<file path="config.mk">
export PLATFORM = sky130hd
export DESIGN_NAME = rld_ctrl
export DESIGN_NICKNAME = d
export VERILOG_FILES = /design/src/repeating_loop_detector_core_assert.svh /design/src/rld_pkg.sv /design/src/rld_ctrl.sv
export SDC_FILE = /design/constraint.sdc
export NUM_CORES = 1
export LEC_CHECK = 0
export ABC_CLOCK_PERIOD_IN_PS = 6400
export BUFFER_PORTS_ARGS = -buffer_cell sky130_fd_sc_hd__buf_2
export CAP_MARGIN = 20
export CORE_AREA = 2 2 164 134
export CTS_BUF_LIST = sky130_fd_sc_hd__clkbuf_8
export CTS_CLUSTER_SIZE = 40
export DETAILED_ROUTE_END_ITERATION = 10
export DIE_AREA = 0 0 166 136
export GPL_TIMING_DRIVEN = 1
export HOLD_SLACK_MARGIN = 0.03
export PLACE_DENSITY_LB_ADDON = 0.25
export SYNTH_ARGS = -nofsm -noshare
export SYNTH_HDL_FRONTEND = slang
export SYNTH_SLANG_ARGS = --single-unit
export TNS_END_PERCENT = 20
</file>
<file path="constraint.sdc">
create_clock -name clk -period 6.4 [get_ports clk]
set_input_delay 1.92 -clock clk [delete_from_list [all_inputs] [get_ports clk]]
set_output_delay 1.92 -clock clk [all_outputs]
set_load 0.01 [all_outputs]
</file>
<file path="src/repeating_loop_detector_core_assert.svh">
// assertion macros for the loop detector
`ifndef REPEATING_LOOP_DETECTOR_CORE_ASSERT_SVH
`define REPEATING_LOOP_DETECTOR_CORE_ASSERT_SVH
// implication checked every clock outside reset
`define RLD_ASSERT_IMPL(label, clk, rst_n, ante, cons) \
  label: assert property (@(posedge clk) disable iff (!rst_n) (ante) |-> (cons)) \
    else $error("assertion failed");
// next-cycle implication checked outside reset
`define RLD_ASSERT_NEXT(label, clk, rst_n, ante, cons) \
  label: assert property (@(posedge clk) disable iff (!rst_n) (ante) |=> (cons)) \
    else $error("assertion failed");
`endif

</file>
<file path="src/rld_pkg.sv">
// types and constants for the loop detector
package rld_pkg;
  localparam int unsigned IdW = 16;
  localparam int unsigned RunW = 16;
  localparam int unsigned SizeW = 9;
  localparam logic [RunW-1:0] RunMax = 16'hFFFF;
  // hierarchy levels, one per value of the level field
  localparam int unsigned Levels = 4;
  localparam int unsigned LvlW = 2;

  typedef struct packed {
    logic [15:0] event_id;
    logic [15:0] size_tag;
    logic [1:0]  level_select;
  } in_req_t;

  typedef struct packed {
    logic signed [3:0] loop_event;
    logic [8:0]        loop_size;
  } out_req_t;

  typedef enum logic [1:0] {
    ST_IDLE,
    ST_SCAN,
    ST_DONE
  } state_t;

  // broadcast from control to every cell
  typedef struct packed {
    logic        clear;
    logic        step;
    logic [1:0]  level;
    logic [15:0] event_id;
    logic [15:0] size_tag;
  } cell_ctl_t;
endpackage

</file>
<file path="src/rld_ctrl.sv">
// loop state per level and event encoding
module rld_ctrl (
  input  logic        clk,
  input  logic        rst_n,
  input  logic        upd,
  input  logic [1:0]  level,
  input  logic [16:0] best_run,
  input  logic [8:0]  best_d,
  input  logic [8:0]  win,
  output rld_pkg::out_req_t res
);
  logic [rld_pkg::Levels-1:0][8:0] lw_r, pw_r, ph_r;
  logic [rld_pkg::LvlW-1:0] lv;
  logic inloop, noloop, diff, newite, newlop, endlop;
  logic [8:0] w, pw, f, f0;
  logic signed [3:0] ev;

  assign lv = level[rld_pkg::LvlW-1:0];
  always_comb begin
    inloop = best_run >= {8'd0, win};
    w = lw_r[lv];
    if (!inloop) begin
      w = best_d;
      inloop = (best_d != 9'd0) && (best_run > {8'd0, best_d});
    end
    pw = pw_r[lv];
    noloop = !inloop;
    diff = pw != w;
    f0 = (diff || ph_r[lv] == w) ? 9'd0 : ph_r[lv];
    newite = inloop && (w == 9'd1 || f0 == 9'd0);
    f = inloop ? f0 + 9'd1 : f0;
    newlop = newite && diff;
    endlop = diff && pw != 9'd0;
    if (newlop) pw = w;
    if (noloop) begin
      f = '0;
      pw = '0;
    end
    ev = 4'sd0;
    if (!inloop && endlop) ev = ev - 4'sd1;
    if (inloop) ev = ev + 4'sd1;
    if (newite) ev = ev + 4'sd1;
    if (newlop) ev = ev + 4'sd1;
    if (newlop && endlop) ev = ev + 4'sd1;
  end

  always_ff @(posedge clk) begin
    if (!rst_n) begin
      lw_r <= '0;
      pw_r <= '0;
      ph_r <= '0;
    end else if (upd) begin
      lw_r[lv] <= w;
      pw_r[lv] <= pw;
      ph_r[lv] <= f;
    end
  end

  always_ff @(posedge clk) begin
    if (upd) begin
      res.loop_event <= ev;
      res.loop_size  <= pw;
    end
  end
endmodule

</file>
==> flow_metrics.py <==
metrics = {
    "run_status": {
        "status": "complete, no violations",
    },
    "layout": {
        "drive_above_1_share_pct": 22.1,
        "nNetsFinal": 805,
        "regArea_mm2": 0.00255,
        "antenna_cells": 0,
        "n_fill_cell": 2101,
        "syn2layout_area_growth_pct": 14.5,
        "final_area_mm2": 0.00757,
        "multi_input_area_mm2": 0.00372,
    },
    "global_routing": {
        "grt_pass1_vias": 5256,
        "grt_start_max_net_pins": 43,
        "grt_remaining_overflow": 0,
        "grt_pass1_wl_mm": 29.6,
        "gr-usage-all-layers_pct": 16.7,
        "antenna_found_initial": 0,
    },
    "timing": {
        "finClkSkew_ns": 0.0125,
        "finalSetupViolCount": 0,
        "rsz0062_at_grt": "no",
        "slew_viol_final": 0,
        "tightestPinTransition_ns": 1.05,
        "fin_setup_tns_ns": 0,
        "relSlewSlack_pct": 30.3,
        "fin_crit_sh_pct": 91.7,
        "maxClockFrequency_ghz": 0.170,
        "finalHoldViolCount": 0,
        "fin_crit_ns": 5.87,
        "worst_slack_ns": 0.529,
    },
    "hold_path": {
        "hold_path.class": "flop to flop",
        "hold_depth": 2,
    },
    "synth": {
        "netlist_area_mm2": 0.00661,
        "synth_most_common_cell": "dfxtp_1",
        "synth.area.top_cells": "dfxtp_1 33%, mux4_2 9.2%, edfxtp_1 5.9%",
        "synth_seq_cells": 121,
        "synth_edf_count": 13,
        "synth_top_cell_by_area": "dfxtp_1",
        "synth_nets": 758,
        "synth_common_cells": "108 x dfxtp_1, 93 x nand2_1, 73 x nand3_1",
        "ys_seq_area_share_pct": 38.6,
        "ys_async_sr_fraction_pct": 0,
        "yosysWarningCount": 0,
        "synthCells": 697,
        "synthDistinctLibCells": 60,
        "synth_ff_type": "dfxtp_1",
        "syn-mean-instance-area_um2": 9.49,
        "synth.top_cell.area_share_pct": 32.7,
    },
    "route": {
        "num_vias": 5575,
        "ant_nets": 0,
        "drt-initial-drc-count": 414,
        "drc": 0,
        "wire_per_inst_um": 18.0,
        "routed_wl_mm": 18.6,
        "firstDrtPassIters": 5,
        "viasPerCell": 5.40,
    },
    "clock_network": {
        "clk_root_buffer_cell": "clkbuf_8",
        "post_cts_buffers": 0,
        "tritoncts": "built",
        "clockBufferDepth": 2,
        "clk_latency_ns": 0.45,
        "cts_buffers": 17,
        "clk_pin_slew_ns": 0.08,
        "clock-sinks": 121,
        "h-tree-depth": 4,
        "cts_resized": 0,
        "postCtsHoldBufs": 0,
    },
    "critical_path": {
        "worstPathCellList": "buf_2 -> ha_1 -> a21oi_1 -> a21boi_0 -> or3_1 -> nor2_4 -> mux2i_2 -> xnor2_1 -> and4_1 -> a21oi_4 -> and2_1 -> inv_1 -> ha_1 -> nor4b_1 -> a22o_1 -> a21oi_2 -> o21a_1 -> ha_1 -> o21ai_0 -> o21ai_0",
        "cp-startpoint": "best_run[7]",
        "critical-path-max-stage-delay_ns": 0.60,
        "worstPathRequired_ns": 6.60,
        "rr_startpoint": "pw_r[29]$_SDFFE_PN0P_",
        "crit_type": "input port to flop",
        "r2r.worst_path.cells": 17,
        "cp-start-kind": "input port",
        "critPathMaxFanout": 8,
        "crit_path_end": "res[10]$_DFFE_PP_",
        "critPathCaptureType": "flop",
        "path_common_cell": "ha_1",
        "slowest_stage": "or3_1",
        "cp.arrival_ns": 6.07,
        "r2r_slack_ns": 2.54,
        "crit_family": "simple AND/OR/NAND/NOR gates",
        "path_depth": 20,
        "r2r_end": "res[10]$_DFFE_PP_",
        "crit_buf_inv": 2,
    },
    "placement": {
        "hpwl_mm": 13.0,
        "post-place-ws_ns": 0.0877,
        "place_congestion": 0.810,
        "port_buffers": 52,
        "placed_cell_area_mm2": 0.00721,
    },
    "power": {
        "p_leak_uw": 0.00323,
        "ir_drop_uv": 104,
        "powerDensity_mw_per_mm2": 227,
    },
    "floorplan": {
        "initial_core_util_pct": 31.4,
        "core_mm2": 0.0211,
        "dieWidth_um": 166,
        "die_h_um": 136,
        "dieArea_mm2": 0.0226,
        "io_pins": 53,
        "rows": 48,
    },
    "run": {
        "maxCapViolCount": 0,
    },
}
## worst min-delay path by stage
stage                                from               endpoint
floorplan           ph_r[21]$_SDFFE_PN0P_  ph_r[21]$_SDFFE_PN0P_
global placement    ph_r[31]$_SDFFE_PN0P_  ph_r[31]$_SDFFE_PN0P_
detailed placement   ph_r[6]$_SDFFE_PN0P_   ph_r[6]$_SDFFE_PN0P_
CTS                 ph_r[35]$_SDFFE_PN0P_  ph_r[35]$_SDFFE_PN0P_
global route        ph_r[35]$_SDFFE_PN0P_  ph_r[35]$_SDFFE_PN0P_
finish              ph_r[35]$_SDFFE_PN0P_  ph_r[35]$_SDFFE_PN0P_
## sequential cells by signal, summed over array words and instances, names as in the netlist
signal,cells
res,13
lw_r,36
ph_r,36
pw_r,36
## metrics by stage
| stage | utilization [%] | total power (µW) | instances | hold WS [ns] |
|---|---|---|---|---|
| finish | 35.9 | 1720 | 1032 | 0.452 |
| CTS | 35.9 | 1730 | 1032 | 0.452 |
| global route | 35.9 | 1800 | 1032 | 0.472 |
| global placement | 34.2 | 1090 | 1000 | 0.434 |
| detailed placement | 34.2 | 1090 | 1000 | 0.442 |
| floorplan | - | 1010 | 697 | 0.420 |
## where the power goes
part           total (µW)  internal, µW  switching [µW]
logic                 281           114             166
registers             797           789            8.75
clock network         642           311             332
total                1720          1210             507
## cells in the final DEF (no fill, tap or decap), types with 6 or more instances in the layout
cell      netlist  final
buf_2           8     52
a21boi_0        6      6
nor2_1         18     18
o211a_1        36     36
ha_1           21     21
o21a_1          6      6
o31ai_1        25     25
edfxtp_1       13     13
o21ai_1        24     24
nand4_1         7      7
and2_1         12     12
buf_4           1     28
clkbuf_8        0     18
nor4_1          8      8
and3_1         15     15
xnor2_1        11     11
nand3_1        73     73
nand2_1        93     93
a21oi_1        14     14
o21ai_0        19     19
dfxtp_1       108    108
inv_1          28     30
mux2i_1         9      8
mux4_2         27     27
## metal layers
metal	track usage, %	share of wire [%]	vias up
met3	3.64	5.7	17
met4	4.83	1.1	0
met5	0	0	-
met1	24.1	51	2742
met2	25.1	42	148
li1	-	-	2668
## tightest hold or removal path, stage by stage (launching register included)
cell	delay, ns
dfxtp_1	0.31
nand2_1	0.05
o21ai_1	0.05
## cell families after synthesis
logic type	count (synthesis)	share of synthesized area, %
AOI/OAI and AO/OA	165	19.1
xor gates and xnor gates	15	1.99
adders and majority gates	21	3.97
buffers and inverters	81	5.26
DFF	121	38.6
muxes	37	10.8
and+or+nand+nor	257	20.3
## final cells by class
class                   instances  area share [%]
multi-input cells             495            49.2
flip-flops and latches        121            33.7
repair buffers                 81            6.48
well taps                     275            4.55
clock buffers                  18            3.27
clock inverters                14            1.42
inverters                      28            1.39
(Power assumes the default switching activity.)
