--- config.mk ---
export PLATFORM = sky130hd
export DESIGN_NAME = rld_cell
export DESIGN_NICKNAME = d
export VERILOG_FILES = /design/src/repeating_loop_detector_core_assert.svh /design/src/rld_pkg.sv /design/src/rld_cell.sv
export SDC_FILE = /design/constraint.sdc
export NUM_CORES = 1
export LEC_CHECK = 0
export ABC_AREA = 1
export BUFFER_PORTS_ARGS = -buffer_cell sky130_fd_sc_hd__buf_2
export CAP_MARGIN = 20
export CORE_MARGIN = 8
export CORE_UTILIZATION = 49
export CTS_BUF_LIST = sky130_fd_sc_hd__clkbuf_2 sky130_fd_sc_hd__clkbuf_4 sky130_fd_sc_hd__clkbuf_8
export CTS_CLUSTER_SIZE = 30
export DETAILED_ROUTE_END_ITERATION = 12
export GPL_ROUTABILITY_DRIVEN = 0
export PLACE_DENSITY = 0.75
export SETUP_SLACK_MARGIN = 0.02
export SLEW_MARGIN = 5
export SYNTH_ARGS = -nofsm -noshare
export SYNTH_HDL_FRONTEND = slang
export SYNTH_SLANG_ARGS = --single-unit
--- constraint.sdc ---
create_clock -name clk -period 2.2 [get_ports clk]
set_clock_uncertainty 0.15 [all_clocks]
set_input_delay 0.11 -clock clk [delete_from_list [all_inputs] [get_ports clk]]
set_output_delay 0.11 -clock clk [all_outputs]
set_load 0.02 [all_outputs]
--- src/repeating_loop_detector_core_assert.svh ---
// assertion macros for the loop detector
`ifndef REPEATING_LOOP_DETECTOR_CORE_ASSERT_SVH
`define REPEATING_LOOP_DETECTOR_CORE_ASSERT_SVH
// implication checked every clock outside reset
`define RLD_ASSERT_IMPL(label, clk, rst_n, ante, cons) \
  label: assert property (@(posedge clk) disable iff (!rst_n) (ante) |-> (cons)) \
    else $error("assertion failed");
// next-cycle implication checked outside reset
`define RLD_ASSERT_NEXT(label, clk, rst_n, ante, cons) \
  label: assert property (@(posedge clk) disable iff (!rst_n) (ante) |=> (cons)) \
    else $error("assertion failed");
`endif

--- src/rld_pkg.sv ---
// types and constants for the loop detector
package rld_pkg;
  localparam int unsigned IdW = 16;
  localparam int unsigned RunW = 16;
  localparam int unsigned SizeW = 9;
  localparam logic [RunW-1:0] RunMax = 16'hFFFF;
  // hierarchy levels, one per value of the level field
  localparam int unsigned Levels = 4;
  localparam int unsigned LvlW = 2;

  typedef struct packed {
    logic [15:0] event_id;
    logic [15:0] size_tag;
    logic [1:0]  level_select;
  } in_req_t;

  typedef struct packed {
    logic signed [3:0] loop_event;
    logic [8:0]        loop_size;
  } out_req_t;

  typedef enum logic [1:0] {
    ST_IDLE,
    ST_SCAN,
    ST_DONE
  } state_t;

  // broadcast from control to every cell
  typedef struct packed {
    logic        clear;
    logic        step;
    logic [1:0]  level;
    logic [15:0] event_id;
    logic [15:0] size_tag;
  } cell_ctl_t;
endpackage

--- src/rld_cell.sv ---
// one distance cell: history pairs and run counts for every level
module rld_cell (
  input  logic                                 clk,
  input  logic                                 rst_n,
  input  rld_pkg::cell_ctl_t                   ctl,
  input  logic [rld_pkg::Levels-1:0][31:0]     pair_in,
  output logic [rld_pkg::Levels-1:0][31:0]     pair_out,
  output logic [15:0]                          run_out
);
  logic [rld_pkg::Levels-1:0][31:0] pair_r;
  logic [rld_pkg::Levels-1:0][15:0] run_r;
  logic [rld_pkg::LvlW-1:0]         lv;
  logic [31:0]                      cur;
  logic [15:0]                      run_nxt;

  assign lv = ctl.level[rld_pkg::LvlW-1:0];
  assign cur = {ctl.event_id, ctl.size_tag};
  always_comb begin
    if (pair_r[lv] != cur) begin
      run_nxt = '0;
    end else if (run_r[lv] == rld_pkg::RunMax) begin
      run_nxt = run_r[lv];
    end else begin
      run_nxt = run_r[lv] + 16'd1;
    end
  end

  always_ff @(posedge clk) begin
    if (!rst_n || ctl.clear) begin
      pair_r <= '0;
      run_r  <= '0;
    end else if (ctl.step) begin
      pair_r[lv] <= pair_in[lv];
      run_r[lv]  <= run_nxt;
    end
  end

  assign pair_out = pair_r;
  assign run_out = run_r[lv];
endmodule

==> results by group, run 1 <==
STA
  • Period Utilization, post-route: 0.962
  • Final Max Tran Viols: 0
  • Final hold vios: 0
  • Worst Max-Slew Pin Slew: 0.673 ns
  • Setup violations, final: 0
  • Setup ws final: 0.0831 ns
  • Max frequency: 472 MHz
  • Min Hold Slack: 0.0250 ns
  • Slew headroom: 0.551
  • Unrepaired setup endpoints after global routing: yes
  • Post-layout minimum cycle time: 2.12 ns

Finish
  • P&R area growth vs syn: 40.1%
  • Final nets: 2234
  • Finished Core Util: 0.698
  • Layout cell share with drive strength beyond 1: 0.262
  • Fillers: 1780
  • Design area: 0.0147 mm²

Setup path
  • Largest stage delay, worst path: 0.36 ns
  • CP max stage cell: dfxtp_2
  • Required time worst endpoint: 2.44 ns
  • Reg-to-Reg Start: pair_out[19]$_SDFFE_PP0P_
  • Crit path buf inv count: 3
  • Crit path max fanout: 6
  • Critical Path Start Type: flip-flop
  • Reg2Reg Setup Slack: 0.08 ns
  • Critical Path Most Common Cell: nand2_1
  • CP cell instances: inv_1, o21ai_1, nand2_1, nand3_1, nand2_1, nor2_1, nand2_1, nor2_1, nand2_2, nor2_4, buf_12, clkbuf_16, nand3_4, a21oi_1
  • WP data arrival: 2.36 ns
  • Endpoint class of the critical path: flip-flop
  • Type of the worst setup path: flip-flop to flip-flop
  • Worst reg2reg path endpoint: run_r[58]$_SDFFE_PP0P_
  • Cell family with most CP delay: simple AND/OR/NAND/NOR gates
  • Worst R2R Path Depth: 14

GRT
  • Number of global-route vias before repair: 12.3k
  • Congestion Overflow GR: 0
  • Antenna violations before repair: 3
  • Pin count of the biggest net entering global routing: 74
  • First-pass GRT wire length: 65100 µm
  • GRT Total Usage: 0.306

Synthesis
  • Largest area contributor in the netlist: dfxtp_1
  • Synth warn: 0
  • Syn Area/Cell: 6.40 µm²
  • Syn nets: 1805
  • Top post-synthesis cells by count: nand2_1, inv_1, dfxtp_1
  • Top-count cell post-synth: nand2_1
  • FFs w/ async S/R, synth: 0
  • Top cells by area, synth: dfxtp_1, nand2_1, o21ai_0, inv_1, o21bai_1
  • #FFs+latches synth: 192
  • Cells after Synth: 1638
  • Top FF cell, synth: dfxtp_1
  • Post-synth cell types: 27
  • Synthesized area: 0.0105 mm²
  • Post-synthesis sequential area ratio: 0.367
  • Yosys top cell area share: 0.367
  • Post-synth EDFFs: 0

Die
  • Die Footprint: 0.0263 mm²
  • Die height: 162 µm
  • CORE AREA: 0.0210 mm²
  • Initial Util: 0.498
  • Die W: 162 µm
  • Standard-cell row count: 53
  • Io pins: 310

Clocking
  • CTS Buf Count: 17
  • Worst-Skew Late Latency: 0.48 ns
  • Clk buf depth: 2
  • CTS tree: done
  • # clock sinks: 192
  • Root Buffer: clkbuf_8
  • Clk pin slew, worst setup/hold paths: 0.10 ns
  • H-tree level count: 4

Hold path
  • WHS Path Cells: 5
  • Worst Hold Class: input port to flip-flop
  • Hold Crit Start: pair_in[19]
  • Worst Hold End: pair_out[115]$_SDFFE_PP0P_

Route
  • Antenna-violating nets left: 0
  • Initial DRC count: 1248
  • Final wirelength: 43000 µm
  • Vias per cell: 5.53
  • Vias post-DR: 13.0k
  • WL/cell: 18.2 µm
  • # DRC: 0
  • 1st-pass router iterations: 5

Placed design
  • Post-DP HPWL: 29500 µm
  • IO Port Bufs: 309
  • DP Area: 0.0129 mm²
  • Setup WS pre-CTS: -0.296 ns

Outcome
  • Outcome: complete, no violations

Pwr
  • Total Power: 7330 µW
  • Lkg Pwr: 0.00787 µW
  • Pwr Density: 499 mW/mm²
  • Maximum vdd ir drop: 0.000388 V

Run
  • Max Cap Violations: 0
==> routing by layer <==
layer  wire (µm)  GRT usage  up-vias
met3        4090     0.0643      140
met2       20700      0.517      784
li1            -          -     6103
met5           0          0        -
met4        1690      0.140        0
met1       16500      0.366     6008
==> placed cells by master (no fill, tap or decap), drive strengths merged <==
| cell type | Yosys | layout |
|---|---|---|
| a21oi | 102 | 102 |
| a22oi | 46 | 46 |
| and2 | 1 | 1 |
| buf | 40 | 409 |
| bufinv | 0 | 1 |
| clkbuf | 63 | 21 |
| clkinv | 1 | 6 |
| clkinvlp | 0 | 1 |
| dfxtp | 192 | 192 |
| diode | 0 | 3 |
| dlygate4sd3 | 0 | 97 |
| dlymetal6s4s | 0 | 3 |
| ha | 1 | 1 |
| inv | 225 | 232 |
| nand2 | 493 | 494 |
| nand3 | 101 | 101 |
| nand3b | 5 | 5 |
| nand4 | 3 | 3 |
| nor2 | 68 | 68 |
| o21ai | 210 | 210 |
| o21bai | 84 | 84 |
| or2 | 1 | 1 |
| xor2 | 2 | 2 |
==> state kept, by name (all words and copies together) (netlist names) <==
| name | flops |
|---|---|
| pair_out | 128 |
| run_r | 64 |
==> power breakdown <==
group | total (µW) | internal (µW) | switching [µW]
Clock | 2380 | 969 | 1410
Sequential | 3600 | 3540 | 50.7
Combinational | 1360 | 564 | 798
Total | 7330 | 5080 | 2260
==> worst reg2reg max path, stage by stage, from the launching register on <==
cell       delay [ns]
dfxtp_2          0.36
inv_1            0.05
o21ai_1          0.15
nand2_1          0.09
nand3_1          0.07
nand2_1          0.05
nor2_1           0.12
nand2_1          0.09
nor2_1           0.13
nand2_2          0.08
nor2_4           0.13
buf_12           0.15
clkbuf_16        0.17
nand3_4          0.09
a21oi_1          0.17
==> metrics by stage <==
stage               setup TNS, ns  cells
detailed placement         -15.22   2216
CTS                             0   2346
global route               -0.377   2358
floorplan                   -8.19   1638
finish                          0   2358
global placement           -12.89   2216
==> how the worst max path moves through the flow <==
| stage | start | end | cells after the start |
|---|---|---|---|
| 3_3_place_gp | ctl[32] | run_r[60]$_SDFFE_PP0P_ | 16 |
| 6_report | pair_out[19]$_SDFFE_PP0P_ | run_r[58]$_SDFFE_PP0P_ | 14 |
| 3_5_place_dp | ctl[32] | run_r[27]$_SDFFE_PP0P_ | 16 |
| 2_1_floorplan | ctl[32] | run_r[26]$_SDFFE_PP0P_ | 17 |
| 4_1_cts | ctl[33] | pair_out[10]$_SDFFE_PP0P_ | 10 |
| 5_1_grt | pair_out[37]$_SDFFE_PP0P_ | run_r[58]$_SDFFE_PP0P_ | 14 |
==> cell families after synthesis <==
family,synth area share
AND/OR/NAND/NOR,0.261
XOR/XNOR,0.00167
AO/OA/AOI/OAI,0.242
buffers and inverters,0.127
flip-flops,0.367
adder cells (fa/ha/maj),0.00119
==> layout make-up <==
type                    instances  area (µm²)  share of cell area
inverters                     226         858              0.0585
repair buffers                512        3570               0.243
clock buffers                  18         248              0.0169
clock inverters                14         148              0.0101
multi-input cells            1118        5640               0.384
diodes                          3        7.51            0.000511
flip-flops and latches        192        3860               0.263
well taps                     275         344              0.0234
==> timing repair <==
action                                  CTS  global route
endpoints found under the hold margin   125            11
pin swaps                                 0            22
resized for setup                         1            91
endpoints found under the setup margin    5            92
gates cloned                              0             5
setup buffers                             0             2
hold buffers                             98             6
(Power assumes the default switching activity.)
==> run 2, diff against run 1 <==
- CAP_MARGIN: 20 -> 5
- CTS_CLUSTER_DIAMETER: unset -> 60
- HOLD_SLACK_MARGIN: unset -> 0.1
==> run 2 against run 1 <==
  * Worst hold slack gained 0.10 ns
  * Core utilization fell by 0.20 points
  * Sequential share of layout area rose by 0.085 points
  * Sequential cell count is the same
  * Combinational power hardly changed
  * First-iteration DRC count increased by 2.1%
  * Critical path type unchanged
  * Highest routed layer unchanged
==> results by group, run 2 (same netlist as run 1, synthesis figures left out) <==
Placed design
  • IO Port Bufs: 309 (unchanged)
  • Setup WS pre-CTS: -0.296 ns (unchanged)
  • Post-DP HPWL: 29500 µm (unchanged)

Setup path
  • CP cell instances: inv_1, o21ai_1, nand2_1, nand3_1, nand2_1, nor2_1, nand2_1, nor2_2, nand2_2, nor2_4, buf_12, clkbuf_16, nand3_4, a21oi_2 (was inv_1, o21ai_1, nand2_1, nand3_1, nand2_1, nor2_1, nand2_1, nor2_1, nand2_2, nor2_4, buf_12, clkbuf_16, nand3_4, a21oi_1)
  • Crit path max fanout: 6 (unchanged)
  • CP max stage cell: dfxtp_1 (was dfxtp_2)
  • Critical Path Start Type: flip-flop (unchanged)
  • WP data arrival: 2.38 ns (was 2.36 ns)
  • Required time worst endpoint: 2.45 ns (was 2.44 ns)
  • Endpoint class of the critical path: flip-flop (unchanged)
  • Type of the worst setup path: flip-flop to flip-flop (unchanged)
  • Cell family with most CP delay: simple AND/OR/NAND/NOR gates (unchanged)
  • Largest stage delay, worst path: 0.35 ns (was 0.36 ns)
  • Crit path buf inv count: 3 (unchanged)
  • Critical Path Most Common Cell: nand2_1 (unchanged)

Route
  • Vias per cell: 5.54 (was 5.53)
  • Final wirelength: 43000 µm (about the same)
  • WL/cell: 18.2 µm (about the same)
  • # DRC: 0 (unchanged)
  • Initial DRC count: 1274 (was 1248)
  • Vias post-DR: 13.1k (was 13.0k)
  • Antenna-violating nets left: 0 (unchanged)
  • 1st-pass router iterations: 6 (was 5)

STA
  • Post-layout minimum cycle time: 2.13 ns (was 2.12 ns)
  • Final Max Tran Viols: 0 (unchanged)
  • Setup violations, final: 0 (unchanged)
  • Setup ws final: 0.0723 ns (was 0.0831 ns)
  • Slew headroom: 0.560 (was 0.551)
  • Worst Max-Slew Pin Slew: 0.660 ns (was 0.673 ns)
  • Final hold vios: 0 (unchanged)
  • Unrepaired setup endpoints after global routing: yes (unchanged)
  • Max frequency: 470 MHz (was 472 MHz)
  • Min Hold Slack: 0.129 ns (was 0.0250 ns)
  • Period Utilization, post-route: 0.967 (was 0.962)

GRT
  • Pin count of the biggest net entering global routing: 74 (unchanged)
  • GRT Total Usage: 0.305 (was 0.306)
  • Busiest layer in global routing: met2 (unchanged)
  • Number of global-route vias before repair: 12.3k (about the same)
  • Met3 usage: 0.0676 (was 0.0643)
  • First-pass GRT wire length: 64900 µm (was 65100 µm)
  • Antenna violations before repair: 3 (unchanged)
  • Congestion Overflow GR: 0 (unchanged)
  • Met2 usage: 0.514 (was 0.517)
  • Met1 Track Usage GR: 0.360 (was 0.366)

Clocking
  • Clk pin slew, worst setup/hold paths: 0.11 ns (was 0.10 ns)
  • # clock sinks: 192 (unchanged)
  • H-tree level count: 4 (unchanged)
  • Worst-Skew Late Latency: 0.48 ns (about the same)
  • Root Buffer: clkbuf_8 (unchanged)
  • CTS tree: done (unchanged)
  • CTS Buf Count: 17 (unchanged)
  • Clk buf depth: 2 (unchanged)

Pwr
  • Switching part of the total: 0.307 (was 0.308)
  • Maximum vdd ir drop: 0.000383 V (was 0.000388 V)
  • Clk pwr share: 0.323 (was 0.324)
  • Internal: 5070 µW (was 5080 µW)
  • Lkg Pwr: 0.00784 µW (was 0.00787 µW)
  • Switch Pwr: 2250 µW (was 2260 µW)
  • Comb pwr share: 0.185 (was 0.186)
  • Sequential Power Share: 0.491 (was 0.490)
  • Pwr Density: 500 mW/mm² (was 499 mW/mm²)

Outcome
  • Outcome: complete, no violations (unchanged)

Die
  • Die height: 162 µm (unchanged)
  • Io pins: 310 (unchanged)
  • Initial Util: 0.498 (unchanged)
  • Standard-cell row count: 53 (unchanged)
  • CORE AREA: 0.0210 mm² (unchanged)
  • Die W: 162 µm (unchanged)
  • Die Footprint: 0.0263 mm² (unchanged)

Finish
  • Most frequent cells in the layout: nand2_1, buf_2, inv_1 (unchanged)
  • Seq. cell area: 0.00386 mm² (about the same)
  • Layout cell share with drive strength beyond 1: 0.263 (was 0.262)
  • Final nets: 2232 (was 2234)
  • Footprint of the multi-input gates: 0.00562 mm² (was 0.00564 mm²)
  • Fillers: 1776 (was 1780)
  • P&R area growth vs syn: 39.7% (was 40.1%)
  • Max reg flops: 128 (unchanged)
  • Finished Core Util: 0.696 (was 0.698)
  • Most common cell after layout, fill and taps aside: nand2_1 (unchanged)

Run
  • Max Cap Violations: 0 (unchanged)

Hold path
  • Worst Hold Class: input port to flip-flop (unchanged)
## run 2: power groups by stage
stage | clock network [µW] | registers [µW] | logic [µW]
floorplan | 0 | 3720 | 545
global placement | 0 | 3670 | 1100
detailed placement | 0 | 3670 | 1120
CTS | 2380 | 3590 | 1290
global route | 2510 | 3600 | 1450
finish | 2370 | 3590 | 1360
## run 2: layer usage
layer	vias to the layer above	routed length, µm
li1	6104	-
met1	5951	16000
met2	841	20600
met3	156	4490
met4	0	1870
met5	-	0
## run 2: layout make-up
type                            instances  share of cell area
Clock inverter                         14              0.0101
Timing Repair Buffer                  510               0.242
Clock buffer                           18              0.0169
Sequential cell                       192               0.264
Multi-Input combinational cell       1118               0.384
Tap cell                              275              0.0235
Antenna cell                            3            0.000513
Inverter                              226              0.0586
## run 2: timing repair
action	4_1_cts	5_1_grt
hold buffers	94	8
resized for setup	1	90
endpoints found under the setup margin	5	88
endpoints found under the hold margin	168	16
pin swaps	0	22
cloned	0	5
setup buffers	0	2
## run 2: per-stage QoR
stage	power [µW]	cell area [µm²]	instances	setup TNS [ns]
finish	7320	14600	2356	0
global route	7560	14600	2356	-2.22
CTS	7260	14200	2342	0
detailed placement	4790	12900	2216	-15.22
global placement	4770	12900	2216	-12.89
floorplan	4270	10600	1638	-8.19
## run 2: worst paths after layout
path | start | endpoint | slack [ns] | cells after the start
worst max-delay path | pair_out[5]$_SDFFE_PP0P_ | run_r[10]$_SDFFE_PP0P_ | 0.07 | 14
worst min-delay path | pair_in[123] | pair_out[91]$_SDFFE_PP0P_ | 0.13 | 6
worst max register to register | pair_out[5]$_SDFFE_PP0P_ | run_r[10]$_SDFFE_PP0P_ | 0.07 | 14
worst min register to register | run_r[36]$_SDFFE_PP0P_ | run_r[36]$_SDFFE_PP0P_ | 0.32 | 2
## run 2: tightest hold or removal path: cells and delay by family
kind,cells,cell delay [ns]
AND/OR/NAND/NOR,1,0.10
buffers and inverters,3,0.36
AO/OA/AOI/OAI,2,0.16
